==> src/rtl/assert_macros.svh <==
// Assertion macros used by the top-level RTL file.
`ifndef ASSERT_MACROS_SVH
`define ASSERT_MACROS_SVH

// Clocked implication check, held off during reset.
`define ASSERT_CLK(label, clk_sig, rst_sig, prop, msg) \
  label: assert property (@(posedge clk_sig) disable iff (rst_sig) prop) else $error(msg);

// Condition that must never be seen at a clock edge outside reset.
`define ASSERT_NEVER(label, clk_sig, rst_sig, cond, msg) \
  label: assert property (@(posedge clk_sig) disable iff (rst_sig) !(cond)) else $error(msg);

`endif

==> src/rtl/sstd_pkg.sv <==
// Package: types and constants of the synchronous tape detector.
package sstd_pkg;

  // Default configuration of the lane array
  localparam int CHANNELS_DEF    = 4;
  localparam int SAMPLE_BITS_DEF = 10;

  // Fixed field widths
  localparam int THRESH_BITS   = 10;
  localparam int OUT_BITS      = 4;
  localparam int SAMPLE_FIELDS = 4;

  // Threshold reset values
  localparam logic [THRESH_BITS-1:0] HIGH_THRESH_RST = THRESH_BITS'(150);
  localparam logic [THRESH_BITS-1:0] LOW_THRESH_RST  = THRESH_BITS'(100);

  // Register index, taken from paddr bit 2
  typedef enum logic [0:0] {
    REG_HIGH_THRESH = 1'b0,
    REG_LOW_THRESH  = 1'b1
  } reg_idx_t;

  // One result item
  typedef struct packed {
    logic [OUT_BITS-1:0] emitter_drive;
    logic [OUT_BITS-1:0] tape_flags;
    logic [OUT_BITS-1:0] change_flags;
    logic                evaluated;
  } result_t;

endpackage

==> src/rtl/sync_sampled_tape_detector.sv <==
// Top level of the synchronous sampled tape detector.
`include "assert_macros.svh"

// Takes one item per clock while in_ready is high and registers its result.
// All channel lanes compare in parallel; the two-entry output stage (output
// register and skid entry) keeps the input open while one result waits to
// be taken. A timeout item in the lit phase stores the samples and darkens
// the emitters; the next timeout item takes the dark samples, evaluates
// every channel's hysteresis compare and lights the emitters again. Other
// items leave all state unchanged. Thresholds are at APB byte addresses 0
// (high) and 4 (low); the user must write them only while idle (unchecked).
module sync_sampled_tape_detector
  import sstd_pkg::*;
#(
  parameter int CHANNELS    = CHANNELS_DEF,
  parameter int SAMPLE_BITS = SAMPLE_BITS_DEF
) (
  input  logic                   clk,
  input  logic                   rst,
  // input channel
  input  logic                   in_valid,
  output logic                   in_ready,
  input  logic                   func,
  input  logic [SAMPLE_BITS-1:0] sample0,
  input  logic [SAMPLE_BITS-1:0] sample1,
  input  logic [SAMPLE_BITS-1:0] sample2,
  input  logic [SAMPLE_BITS-1:0] sample3,
  // output channel
  output logic                   out_valid,
  input  logic                   out_ready,
  output logic [OUT_BITS-1:0]    emitter_drive,
  output logic [OUT_BITS-1:0]    tape_flags,
  output logic [OUT_BITS-1:0]    change_flags,
  output logic                   evaluated,
  // configuration port
  input  logic                   psel,
  input  logic                   penable,
  input  logic                   pwrite,
  input  logic [2:0]             paddr,
  input  logic [31:0]            pwdata,
  output logic [31:0]            prdata,
  output logic                   pready
);

  logic [THRESH_BITS-1:0] high_thresh;
  logic [THRESH_BITS-1:0] low_thresh;
  logic                   lit_phase;
  logic                   lit_phase_next;
  logic                   accept;
  logic                   tick;
  logic                   load;
  logic                   eval;
  logic                   cfg_wr;
  reg_idx_t               reg_idx;
  logic [SAMPLE_BITS-1:0] sample_in [SAMPLE_FIELDS];
  logic [CHANNELS-1:0]    tape_vec;
  logic [CHANNELS-1:0]    change_vec;
  result_t                result;

  // Configuration registers
  assign pready  = 1'b1;
  assign reg_idx = reg_idx_t'(paddr[2]);
  assign cfg_wr  = psel && penable && pwrite;

  always_ff @(posedge clk) begin
    if (rst) begin
      high_thresh <= HIGH_THRESH_RST;
      low_thresh  <= LOW_THRESH_RST;
    end else if (cfg_wr) begin
      case (reg_idx)
        REG_HIGH_THRESH: high_thresh <= pwdata[THRESH_BITS-1:0];
        REG_LOW_THRESH:  low_thresh  <= pwdata[THRESH_BITS-1:0];
        default: ;
      endcase
    end
  end

  always_comb begin
    case (reg_idx)
      REG_HIGH_THRESH: prdata = 32'(high_thresh);
      REG_LOW_THRESH:  prdata = 32'(low_thresh);
      default:         prdata = '0;
    endcase
  end

  // Phase control
  assign accept = in_valid && in_ready;
  assign tick   = accept && func;
  assign load   = tick && lit_phase;
  assign eval   = tick && !lit_phase;
  assign lit_phase_next = tick ? !lit_phase : lit_phase;

  always_ff @(posedge clk) begin
    if (rst) begin
      lit_phase <= 1'b1;
    end else begin
      lit_phase <= lit_phase_next;
    end
  end

  // Lanes
  assign sample_in[0] = sample0;
  assign sample_in[1] = sample1;
  assign sample_in[2] = sample2;
  assign sample_in[3] = sample3;

  for (genvar i = 0; i < CHANNELS; i++) begin : g_lane
    logic [SAMPLE_BITS-1:0] lane_sample;
    if (i < SAMPLE_FIELDS) begin : g_field
      assign lane_sample = sample_in[i];
    end else begin : g_zero
      assign lane_sample = '0;
    end

    sstd_lane #(
      .SAMPLE_BITS(SAMPLE_BITS)
    ) u_lane (
      .clk        (clk),
      .rst        (rst),
      .load       (load),
      .eval       (eval),
      .sample     (lane_sample),
      .high_thresh(high_thresh),
      .low_thresh (low_thresh),
      .tape_next  (tape_vec[i]),
      .change     (change_vec[i])
    );
  end

  // Merge and output stage
  sstd_merge #(
    .CHANNELS(CHANNELS)
  ) u_merge (
    .clk       (clk),
    .rst       (rst),
    .accept    (accept),
    .lit_next  (lit_phase_next),
    .evaluated (eval),
    .tape_vec  (tape_vec),
    .change_vec(change_vec),
    .in_ready  (in_ready),
    .out_valid (out_valid),
    .out_ready (out_ready),
    .result    (result)
  );

  assign emitter_drive = result.emitter_drive;
  assign tape_flags    = result.tape_flags;
  assign change_flags  = result.change_flags;
  assign evaluated     = result.evaluated;

  // Checks
  `ASSERT_CLK(a_phase_flip, clk, rst, tick |=> (lit_phase != $past(lit_phase)), "phase did not flip on timeout")
  `ASSERT_CLK(a_change_needs_eval, clk, rst, (out_valid && (change_flags != '0)) |-> evaluated, "change flagged outside evaluation")
  `ASSERT_CLK(a_eval_relights, clk, rst, (out_valid && evaluated) |-> (emitter_drive == result.emitter_drive) && (result.emitter_drive[0] == 1'b1), "emitters not lit after evaluation")
  `ASSERT_NEVER(a_stall_without_result, clk, rst, !in_ready && !out_valid, "input stalled with no result pending")

endmodule

==> src/rtl/sstd_lane.sv <==
// One detector lane: stored lit sample, lit-minus-dark difference, hysteresis.
module sstd_lane
  import sstd_pkg::*;
#(
  parameter int SAMPLE_BITS = SAMPLE_BITS_DEF
) (
  input  logic                   clk,
  input  logic                   rst,
  input  logic                   load,
  input  logic                   eval,
  input  logic [SAMPLE_BITS-1:0] sample,
  input  logic [THRESH_BITS-1:0] high_thresh,
  input  logic [THRESH_BITS-1:0] low_thresh,
  output logic                   tape_next,
  output logic                   change
);

  localparam int MAG_W = (SAMPLE_BITS > THRESH_BITS) ? SAMPLE_BITS : THRESH_BITS;
  localparam int CMP_W = MAG_W + 1;

  logic [SAMPLE_BITS-1:0] lit_sample;
  logic                   on_tape;
  logic signed [CMP_W-1:0] diff;
  logic signed [CMP_W-1:0] high_s;
  logic signed [CMP_W-1:0] low_s;
  logic                   tape_eval;

  // Exact signed difference and zero-extended thresholds
  assign diff   = $signed(CMP_W'(lit_sample)) - $signed(CMP_W'(sample));
  assign high_s = $signed(CMP_W'(high_thresh));
  assign low_s  = $signed(CMP_W'(low_thresh));

  // Hysteresis: off-tape test wins, inside the band the state holds
  always_comb begin
    tape_eval = on_tape;
    if (diff > high_s) begin
      tape_eval = 1'b0;
    end else if (diff < low_s) begin
      tape_eval = 1'b1;
    end
  end

  assign tape_next = eval ? tape_eval : on_tape;
  assign change    = eval && (tape_eval != on_tape);

  // Lit sample capture, no reset needed
  always_ff @(posedge clk) begin
    if (load) begin
      lit_sample <= sample;
    end
  end

  // Tape state
  always_ff @(posedge clk) begin
    if (rst) begin
      on_tape <= 1'b0;
    end else if (eval) begin
      on_tape <= tape_eval;
    end
  end

endmodule

==> src/rtl/sstd_merge.sv <==
// Merge stage: folds lane results into one item, output register plus skid entry.
module sstd_merge
  import sstd_pkg::*;
#(
  parameter int CHANNELS = CHANNELS_DEF
) (
  input  logic                clk,
  input  logic                rst,
  input  logic                accept,
  input  logic                lit_next,
  input  logic                evaluated,
  input  logic [CHANNELS-1:0] tape_vec,
  input  logic [CHANNELS-1:0] change_vec,
  output logic                in_ready,
  output logic                out_valid,
  input  logic                out_ready,
  output result_t             result
);

  result_t res;
  result_t skid;
  logic    skid_valid;
  logic    out_take;

  // Map the lane vectors onto the fixed-width output fields
  for (genvar b = 0; b < OUT_BITS; b++) begin : g_bit
    if (b < CHANNELS) begin : g_lane
      assign res.emitter_drive[b] = lit_next;
      assign res.tape_flags[b]    = tape_vec[b];
      assign res.change_flags[b]  = change_vec[b];
    end else begin : g_pad
      assign res.emitter_drive[b] = 1'b0;
      assign res.tape_flags[b]    = 1'b0;
      assign res.change_flags[b]  = 1'b0;
    end
  end
  assign res.evaluated = evaluated;

  assign out_take = out_valid && out_ready;
  assign in_ready = !skid_valid;

  // Valid flags
  always_ff @(posedge clk) begin
    if (rst) begin
      out_valid  <= 1'b0;
      skid_valid <= 1'b0;
    end else if (skid_valid) begin
      if (out_take) begin
        skid_valid <= 1'b0;
      end
    end else if (accept) begin
      if (out_valid && !out_take) begin
        skid_valid <= 1'b1;
      end else begin
        out_valid <= 1'b1;
      end
    end else if (out_take) begin
      out_valid <= 1'b0;
    end
  end

  // Payload registers
  always_ff @(posedge clk) begin
    if (skid_valid) begin
      if (out_take) begin
        result <= skid;
      end
    end else if (accept) begin
      if (out_valid && !out_take) begin
        skid <= res;
      end else begin
        result <= res;
      end
    end
  end

endmodule
==> config.mk <==
export PLATFORM = sky130hd
export DESIGN_NAME = sync_sampled_tape_detector
export DESIGN_NICKNAME = d
export VERILOG_FILES = /design/src/rtl/sstd_pkg.sv /design/src/rtl/sync_sampled_tape_detector.sv /design/src/rtl/sstd_lane.sv /design/src/rtl/sstd_merge.sv
export VERILOG_INCLUDE_DIRS = /design/src /design/src/rtl
export SDC_FILE = /design/constraint.sdc
export NUM_CORES = 1
export LEC_CHECK = 0
export ABC_AREA = 1
export BUFFER_PORTS_ARGS = -buffer_cell sky130_fd_sc_hd__clkbuf_2
export CAP_MARGIN = 30
export CORE_ASPECT_RATIO = 0.8
export CORE_MARGIN = 10
export CORE_UTILIZATION = 40
export DETAILED_ROUTE_END_ITERATION = 6
export GPL_TIMING_DRIVEN = 0
export MAX_ROUTING_LAYER = met4
export SKIP_CTS_REPAIR_TIMING = 1
export SYNTH_ARGS = -nofsm -noshare
export SYNTH_HDL_FRONTEND = slang
export SYNTH_SLANG_ARGS = --single-unit
==> constraint.sdc <==
create_clock -name clk -period 2.9 [get_ports clk]
set_input_delay 0.145 -clock clk [delete_from_list [all_inputs] [get_ports clk]]
set_output_delay 0.145 -clock clk [all_outputs]
set_load 0.05 [all_outputs]
=== After elaboration in Yosys (flattened, before gate mapping) ===
Index checks and enable logic that the tools add are counted.

* Shift-type cells: 0
* Add/sub/neg operators: 4
* Magnitude comparators: 8
* Div/mod/pow operators: 0
* Bitwise logic cells: 2
* Mux-type cells: 25
* Equal/unequal tests: 7
* Reductions and logical operators: 22
* $mul: 0

{| class="wikitable"
|+ Operator list
! cell !! number
|-
| one-hot mux 32 bit (2 select lines) || 1
|-
| 2-to-1 mux 13 bit || 4
|-
| > comparator 11 bit || 4
|-
| less-than comparator 11 bit || 4
|-
| subtractor 10 x 10 -> 11 bit || 4
|-
| 2-to-1 mux 1 bit || 20
|-
| logical AND 1 bit || 12
|-
| AND reduction 3 bit || 3
|-
| != test 1 bit || 4
|-
| != test 2 bit (second input constant) || 2
|-
| AND reduction 2 bit || 2
|-
| nonzero test 2 bit || 2
|-
| zero test 1 bit || 3
|-
| != test 2 x 1 -> 1 bit (second input constant) || 1
|-
| NOT 1 bit || 2
|}

* Memories kept: 0
* Output and inout bits: 48
* Bits in latches: 0
* Bits in read-only memories: 0
* Register bits after elaboration: 90
* RAM bits: 0

=== Logic depth before layout (Yosys ltp) ===
* Depth in word-level cells: 9
* Mapped depth: 24
* Depth with buffers taken out: 24

=== Cells and area by module ===
A second synthesis with hierarchy kept.

* Cell total of the unflattened synthesis: 994
* Area, all modules: 7,477.2 um^2

{| class="wikitable"
|+ Modules (own cells, without submodules)
! module !! seq. area each (um^2) !! cells an instance !! instances !! area each (um^2)
|-
| sstd_lane (g_lane[2].u_lane ...) || 320.3 || 186 || 2 || 1,357.6
|-
| sstd_lane (g_lane[1].u_lane) || 320.3 || 188 || 1 || 1,367.6
|-
| sstd_lane (g_lane[0].u_lane) || 320.3 || 175 || 1 || 1,320.0
|-
| sync_sampled_tape_detector || 420.4 || 183 || 1 || 1,198.6
|-
| sstd_merge || 640.6 || 76 || 1 || 875.8
|}

=== Worst setup path after synthesis ===
No wires, ideal clock.

* Kind: register to register
* Start: reg g_lane[0].u_lane.lit_sample[2]
* End: reg u_merge.skid[5] in the netlist's numbering, data pin
* Cell stages (with the launch flop): 23
* Path buffers: 0
* Path slack: 0.194 ns
* Data required time: 2.641 ns
* Arrival: 2.447 ns
* Clock period less this slack: 2.706 ns
* Path through: edfxtp_1 ha_1 nand2_1 nand2_1 a31oi_1 o21ai_1 nand2_1 nand2_1 a21oi_2 xor2_1 inv_1 ha_1 nand2_1 inv_1 nand2_1 nand2_1 nand2_1 nand2_1 nand2_1 nand2_1 nand3_1 o21ai_0 inv_1

* Cells in the longest elaborated chain, start to end: 5
* Elaborated cells between the ends (all ways): 6
* Those cells by class: 1 x add/sub; 2 x order compare; 3 x mux

{| class="wikitable"
|+ Ends and longest elaborated chain
! element !! line !! RTL
|-
| start: declaration || sstd_lane.sv:21 || <nowiki>logic [SAMPLE_BITS-1:0] lit_sample;</nowiki>
|-
| start signal: assignment || sstd_lane.sv:49 || <nowiki>lit_sample <= sample;</nowiki>
|-
| subtractor 10 x 10 -> 11 bit * || sstd_lane.sv:29 || <nowiki>assign diff = $signed(CMP_W'(lit_sample)) - $signed(CMP_W'(sample));</nowiki>
|-
| less-than comparator 11 bit || sstd_lane.sv:38 || <nowiki>end else if (diff < low_s) begin</nowiki>
|-
| 2-to-1 mux 1 bit || sstd_lane.sv:38 ||
|-
| 2-to-1 mux 1 bit * || sstd_lane.sv:36 || <nowiki>if (diff > high_s) begin</nowiki>
|-
| 2-to-1 mux 1 bit * || sstd_lane.sv:43 || <nowiki>assign tape_next = eval ? tape_eval : on_tape;</nowiki>
|-
| named net g_lane[0].u_lane.tape_next || sstd_lane.sv:14 || <nowiki>output logic tape_next,</nowiki>
|-
| end signal: assignment || sstd_merge.sv:70 || <nowiki>skid <= res;</nowiki>
|-
| end: declaration || sstd_merge.sv:21 || <nowiki>result_t skid;</nowiki>
|}

Mark *: on every way through the listed nets, which the timed path passes. The rest lies on a longest branch.
A chain may end at the register's enable or synchronous reset.

=== Worst setup path in the final report ===
* Start: reg g_lane[2].u_lane.lit_sample[2]
* End: reg u_merge.result[3] (netlist name)

* Cells in the longest elaborated chain, start to end: 9
* Elaborated cells between the ends (all ways): 10
* Those cells by class: 1 x add/sub; 2 x order compare; 1 x eq/ne; 5 x mux; 1 x reduce/logical

{| class="wikitable"
|+ Ends and longest elaborated chain
! element !! line !! RTL
|-
| start: declaration || sstd_lane.sv:21 ||
|-
| start signal: assignment || sstd_lane.sv:49 ||
|-
| subtractor 10 x 10 -> 11 bit * || sstd_lane.sv:29 ||
|-
| less-than comparator 11 bit || sstd_lane.sv:38 ||
|-
| 2-to-1 mux 1 bit || sstd_lane.sv:38 ||
|-
| 2-to-1 mux 1 bit * || sstd_lane.sv:36 ||
|-
| != test 1 bit * || sstd_lane.sv:44 || <nowiki>assign change = eval && (tape_eval != on_tape);</nowiki>
|-
| logical AND 1 bit * || sstd_lane.sv:44 ||
|-
| 2-to-1 mux 13 bit * || sstd_merge.sv:69 || <nowiki>if (out_valid && !out_take) begin</nowiki>
|-
| 2-to-1 mux 13 bit * || sstd_merge.sv:68 || <nowiki>end else if (accept) begin</nowiki>
|-
| 2-to-1 mux 13 bit * || sstd_merge.sv:64 || <nowiki>if (skid_valid) begin</nowiki>
|}

Mark *: on every way between the ends. The rest lies on a longest branch, timed or not. The select of a mux whose other input is x is not followed.

==> flow_summary_export.csv <==
group,metric,value,unit
yosys,synth_top_area_share,25.39,%
setup_path,r2r_slack,-70,ps
yosys,synth_xor_area_share,3.950,%
timing,max_slew_margin,46.70,%
yosys,synth.area.top_cells,"edfxtp_1 (25%), ha_1 (21%), nand2_1 (11%), inv_1 (8.5%), dfxtp_1 (7.6%)",
global_route,grt_max_degree,25,
floorplan,dieArea,0.02350,sq mm
setup_path,critPathTopFamily,"simple AND/OR/NAND/NOR gates",
timing,hold_viol,0,
setup_path,cp-endpoint,"u_merge.result[3]",
run,cap_viol_max_count,0,
yosys,ys_types,33,
setup_path,critPathKind,"reg2reg",
setup_path,cp.depth,17,
setup_path,worstReg2RegEnd,"u_merge.result[3]",
yosys,yosysWarningCount,0,
timing,rsz0062_at_grt,"yes",
yosys,ys.flop_type,"edfxtp_1",
cts,cts_inserted_buffers,9,
yosys,synth_compound_area_share,11.36,%
setup_path,crit_path_start_kind,"flop",
timing,fin_crit,2975,ps
power_and_ir_drop,p_per_area,467.1,mW/mm^2
timing,worst_slack,-74.60,ps
yosys,synth-simple-area-share,17.76,%
routing,wl_met3,922,um
min_path,hold_path_class,"in2reg",
setup_path,crit_top_cell,"nand2_1",
routing,wl_met1,9038,um
cells_and_area,syn_to_final_growth,29.15,%
floorplan,core_area,0.01738,sq mm
placed_design,gp_congestion,0.8393,
run_status,status,"complete, but fails checks",
setup_path,crit_path_top_delay_cell,"edfxtp_1",
timing,fin_worst_skew,8.394,ps
run_status,violations,"setup timing",
cts,clk_latency,360,ps
cts,cts_buffer_depth,2,
placed_design,port_buffers,83,
power_and_ir_drop,power.leakage,4.618,nW
yosys,synth_most_common_cell,"nand2_1",
floorplan,rows,43,
cells_and_area,diodes,0,
yosys,yosys-top-cells-count,"nand2_1 (216), inv_1 (161), ha_1 (118)",
setup_path,cp_data_required_time,3020,ps
global_route,grt_first_pass_wirelength,28280,um
cells_and_area,seqCellArea,0.002342,sq mm
yosys,synth_edf_count,60,
yosys,synth_top_area_cell,"edfxtp_1",
placed_design,hpwl,13790,um
setup_path,end_kind,"flop",
timing,finalSetupTns,-592.2,ps
global_route,grt_usage,15.33,%
yosys,synth-seq-cells,87,
cells_and_area,drive_gt1_share,23.27,%
timing,hold_slack,12.58,ps
power_and_ir_drop,ir_worst_vdd,0.2856,mV
cts,tritoncts,"built",
floorplan,io_pins,131,
floorplan,fp.dieH,139.1,um
min_path,worstHoldStart,"sample1[0]",
yosys,yosysSeqAreaShare,33.01,%
placed_design,place_ws,-195.5,ps
timing,min_period_over_period,102.6,%
routing,drt-vias-per-instance,4.709,
routing,drt_wl_total,18360,um
yosys,synthAdderAreaFrac,21.94,%
timing,clock.fmax,336.2,MHz
yosys,synthArstFlopShare,0,%
routing,route.vias.total,6098,
cts,cts.clk_slew.worst_paths,80,ps
setup_path,worst_r2r_path_depth,17,
routing,routed.top_layer,"met4",
yosys,synthesis.area,0.007096,sq mm
routing,antenna_left,0,
cts,htree_levels,3,
setup_path,cp.arrival,3100,ps
cells_and_area,num-fill-cells,1686,
timing,slew_violations,0,
cts,cts_num_sinks,87,
routing,drt_iter0_markers,295,
floorplan,fp.dieW,168.9,um
routing,met2_length,8003,um
global_route,grt_pass1_vias,5681,
yosys,syn_area_per_cell,7.893,sq um
timing,worstMarginPinSlew,796.6,ps
cells_and_area,nNetsFinal,1270,
setup_path,crit_start,"g_lane[2].u_lane.lit_sample[2]",
cts,root_buffer,"clkbuf_16",
setup_path,cp_cell_sequence,"ha_4 > a21oi_2 > nand2_1 > buf_4 > nand2_1 > o211ai_1 > a21o_1 > a21oi_2 > xnor2_2 > ha_1 > nand3_1 > nor3_1 > nand3_1 > nand2_2 > o21bai_1 > nand4_1 > nand2_1",
routing,first_pass_iters,5,
timing,setup_viol,13,
setup_path,path_buf_inv,1,
global_route,antenna_found_initial,0,
floorplan,initial_core_util,40.83,%
setup_path,r2r-start,"g_lane[2].u_lane.lit_sample[2]",
global_route,gr-total-overflow,0,
yosys,syn_inst,899,
yosys,synth_top_family_by_area,"adder cells",
setup_path,max_stage_delay,430,ps
cells_and_area,multi_input_area,0.004476,sq mm
routing,wl_per_cell,14.18,um
setup_path,cp_max_fo,3,
routing,drc,0,
yosys,synthMuxAreaShare,0,%
routing by layer:
layer  vias up  GRT usage [%]
met2       126          22.34
met4         0          4.986
met1      2715          20.46
met3        26          3.541
met5         -              -
li1       3231              -
through the flow:
stage	cell area, sq um	cells	utilization, %	total power [mW]
global placement	7871	1228	45.29	2.818
finish	9164	1295	52.73	4.281
detailed placement	7894	1229	45.42	2.852
floorplan	7174	920	-	2.525
CTS	8192	1245	47.14	4.066
global route	9164	1295	52.73	4.603
power by group:
| part | total, mW | internal, mW | switching [mW] |
|---|---|---|---|
| Sequential | 1.42 | 1.39 | 0.0249 |
| Clock | 1.20 | 0.609 | 0.590 |
| Combinational | 1.67 | 0.647 | 1.02 |
| Total | 4.28 | 2.65 | 1.63 |
flip-flops by register name, indices dropped and copies added (netlist names):
register,count
high_thresh,10
u_merge.skid_valid,1
lit_phase,1
u_merge.skid,10
u_merge.out_valid,1
g_lane.u_lane.on_tape,4
u_merge.result,10
g_lane.u_lane.lit_sample,40
low_thresh,10
worst min-delay path by stage:
stage                                      to  slack (ps)  cells after the start
2_1_floorplan  g_lane[0].u_lane.lit_sample[0]         240                      0
3_3_place_gp   g_lane[2].u_lane.lit_sample[6]         340                      1
3_5_place_dp   g_lane[0].u_lane.lit_sample[4]         340                      1
4_1_cts        g_lane[1].u_lane.lit_sample[9]         -40                      1
5_1_grt        g_lane[1].u_lane.lit_sample[0]          20                      1
6_report       g_lane[1].u_lane.lit_sample[0]          10                      1
worst reg2reg max path: stages, from the launching register on:
cell and delay, ps:
edfxtp_1 430, ha_4 270, a21oi_2 110, nand2_1 90, buf_4 140, nand2_1 60
o211ai_1 120, a21o_1 190, a21oi_2 160, xnor2_2 120, ha_1 330, nand3_1 80
nor3_1 150, nand3_1 120, nand2_2 120, o21bai_1 90, nand4_1 100, nand2_1 60
placed cells by master, fill, tap and decap left out, types with 9 or more instances in the layout:
| cell | count |
|---|---|
| xor2_1 | 16 |
| inv_1 | 153 |
| a21oi_1 | 56 |
| clkbuf_2 | 83 |
| ha_4 | 11 |
| clkbuf_16 | 9 |
| ha_1 | 102 |
| nand3_1 | 28 |
| dlygate4sd3_1 | 38 |
| dfxtp_1 | 27 |
| buf_4 | 37 |
| conb_1 | 23 |
| nand2_1 | 192 |
| a21oi_2 | 15 |
| o21ai_0 | 33 |
| nand2_2 | 24 |
| nor2_1 | 38 |
| edfxtp_1 | 60 |
cells by family after synthesis:
group / Yosys count
AND/OR/NAND/NOR: 313
flip-flops: 87
XOR/XNOR: 32
adder cells (fa/ha/maj): 122
other: 2
AO/OA/AOI/OAI: 145
buffers and inverters: 198
final cells by class:
class	instances	share of cell area (%)
buffer	35	2.526
clock buffer	9	2.458
clock inverter	7	0.7919
inverter	163	6.731
multi-input combinational	635	48.84
sequential	87	25.56
tap	225	3.072
timing repair buffer	134	10.02
(Power assumes the default switching activity.)
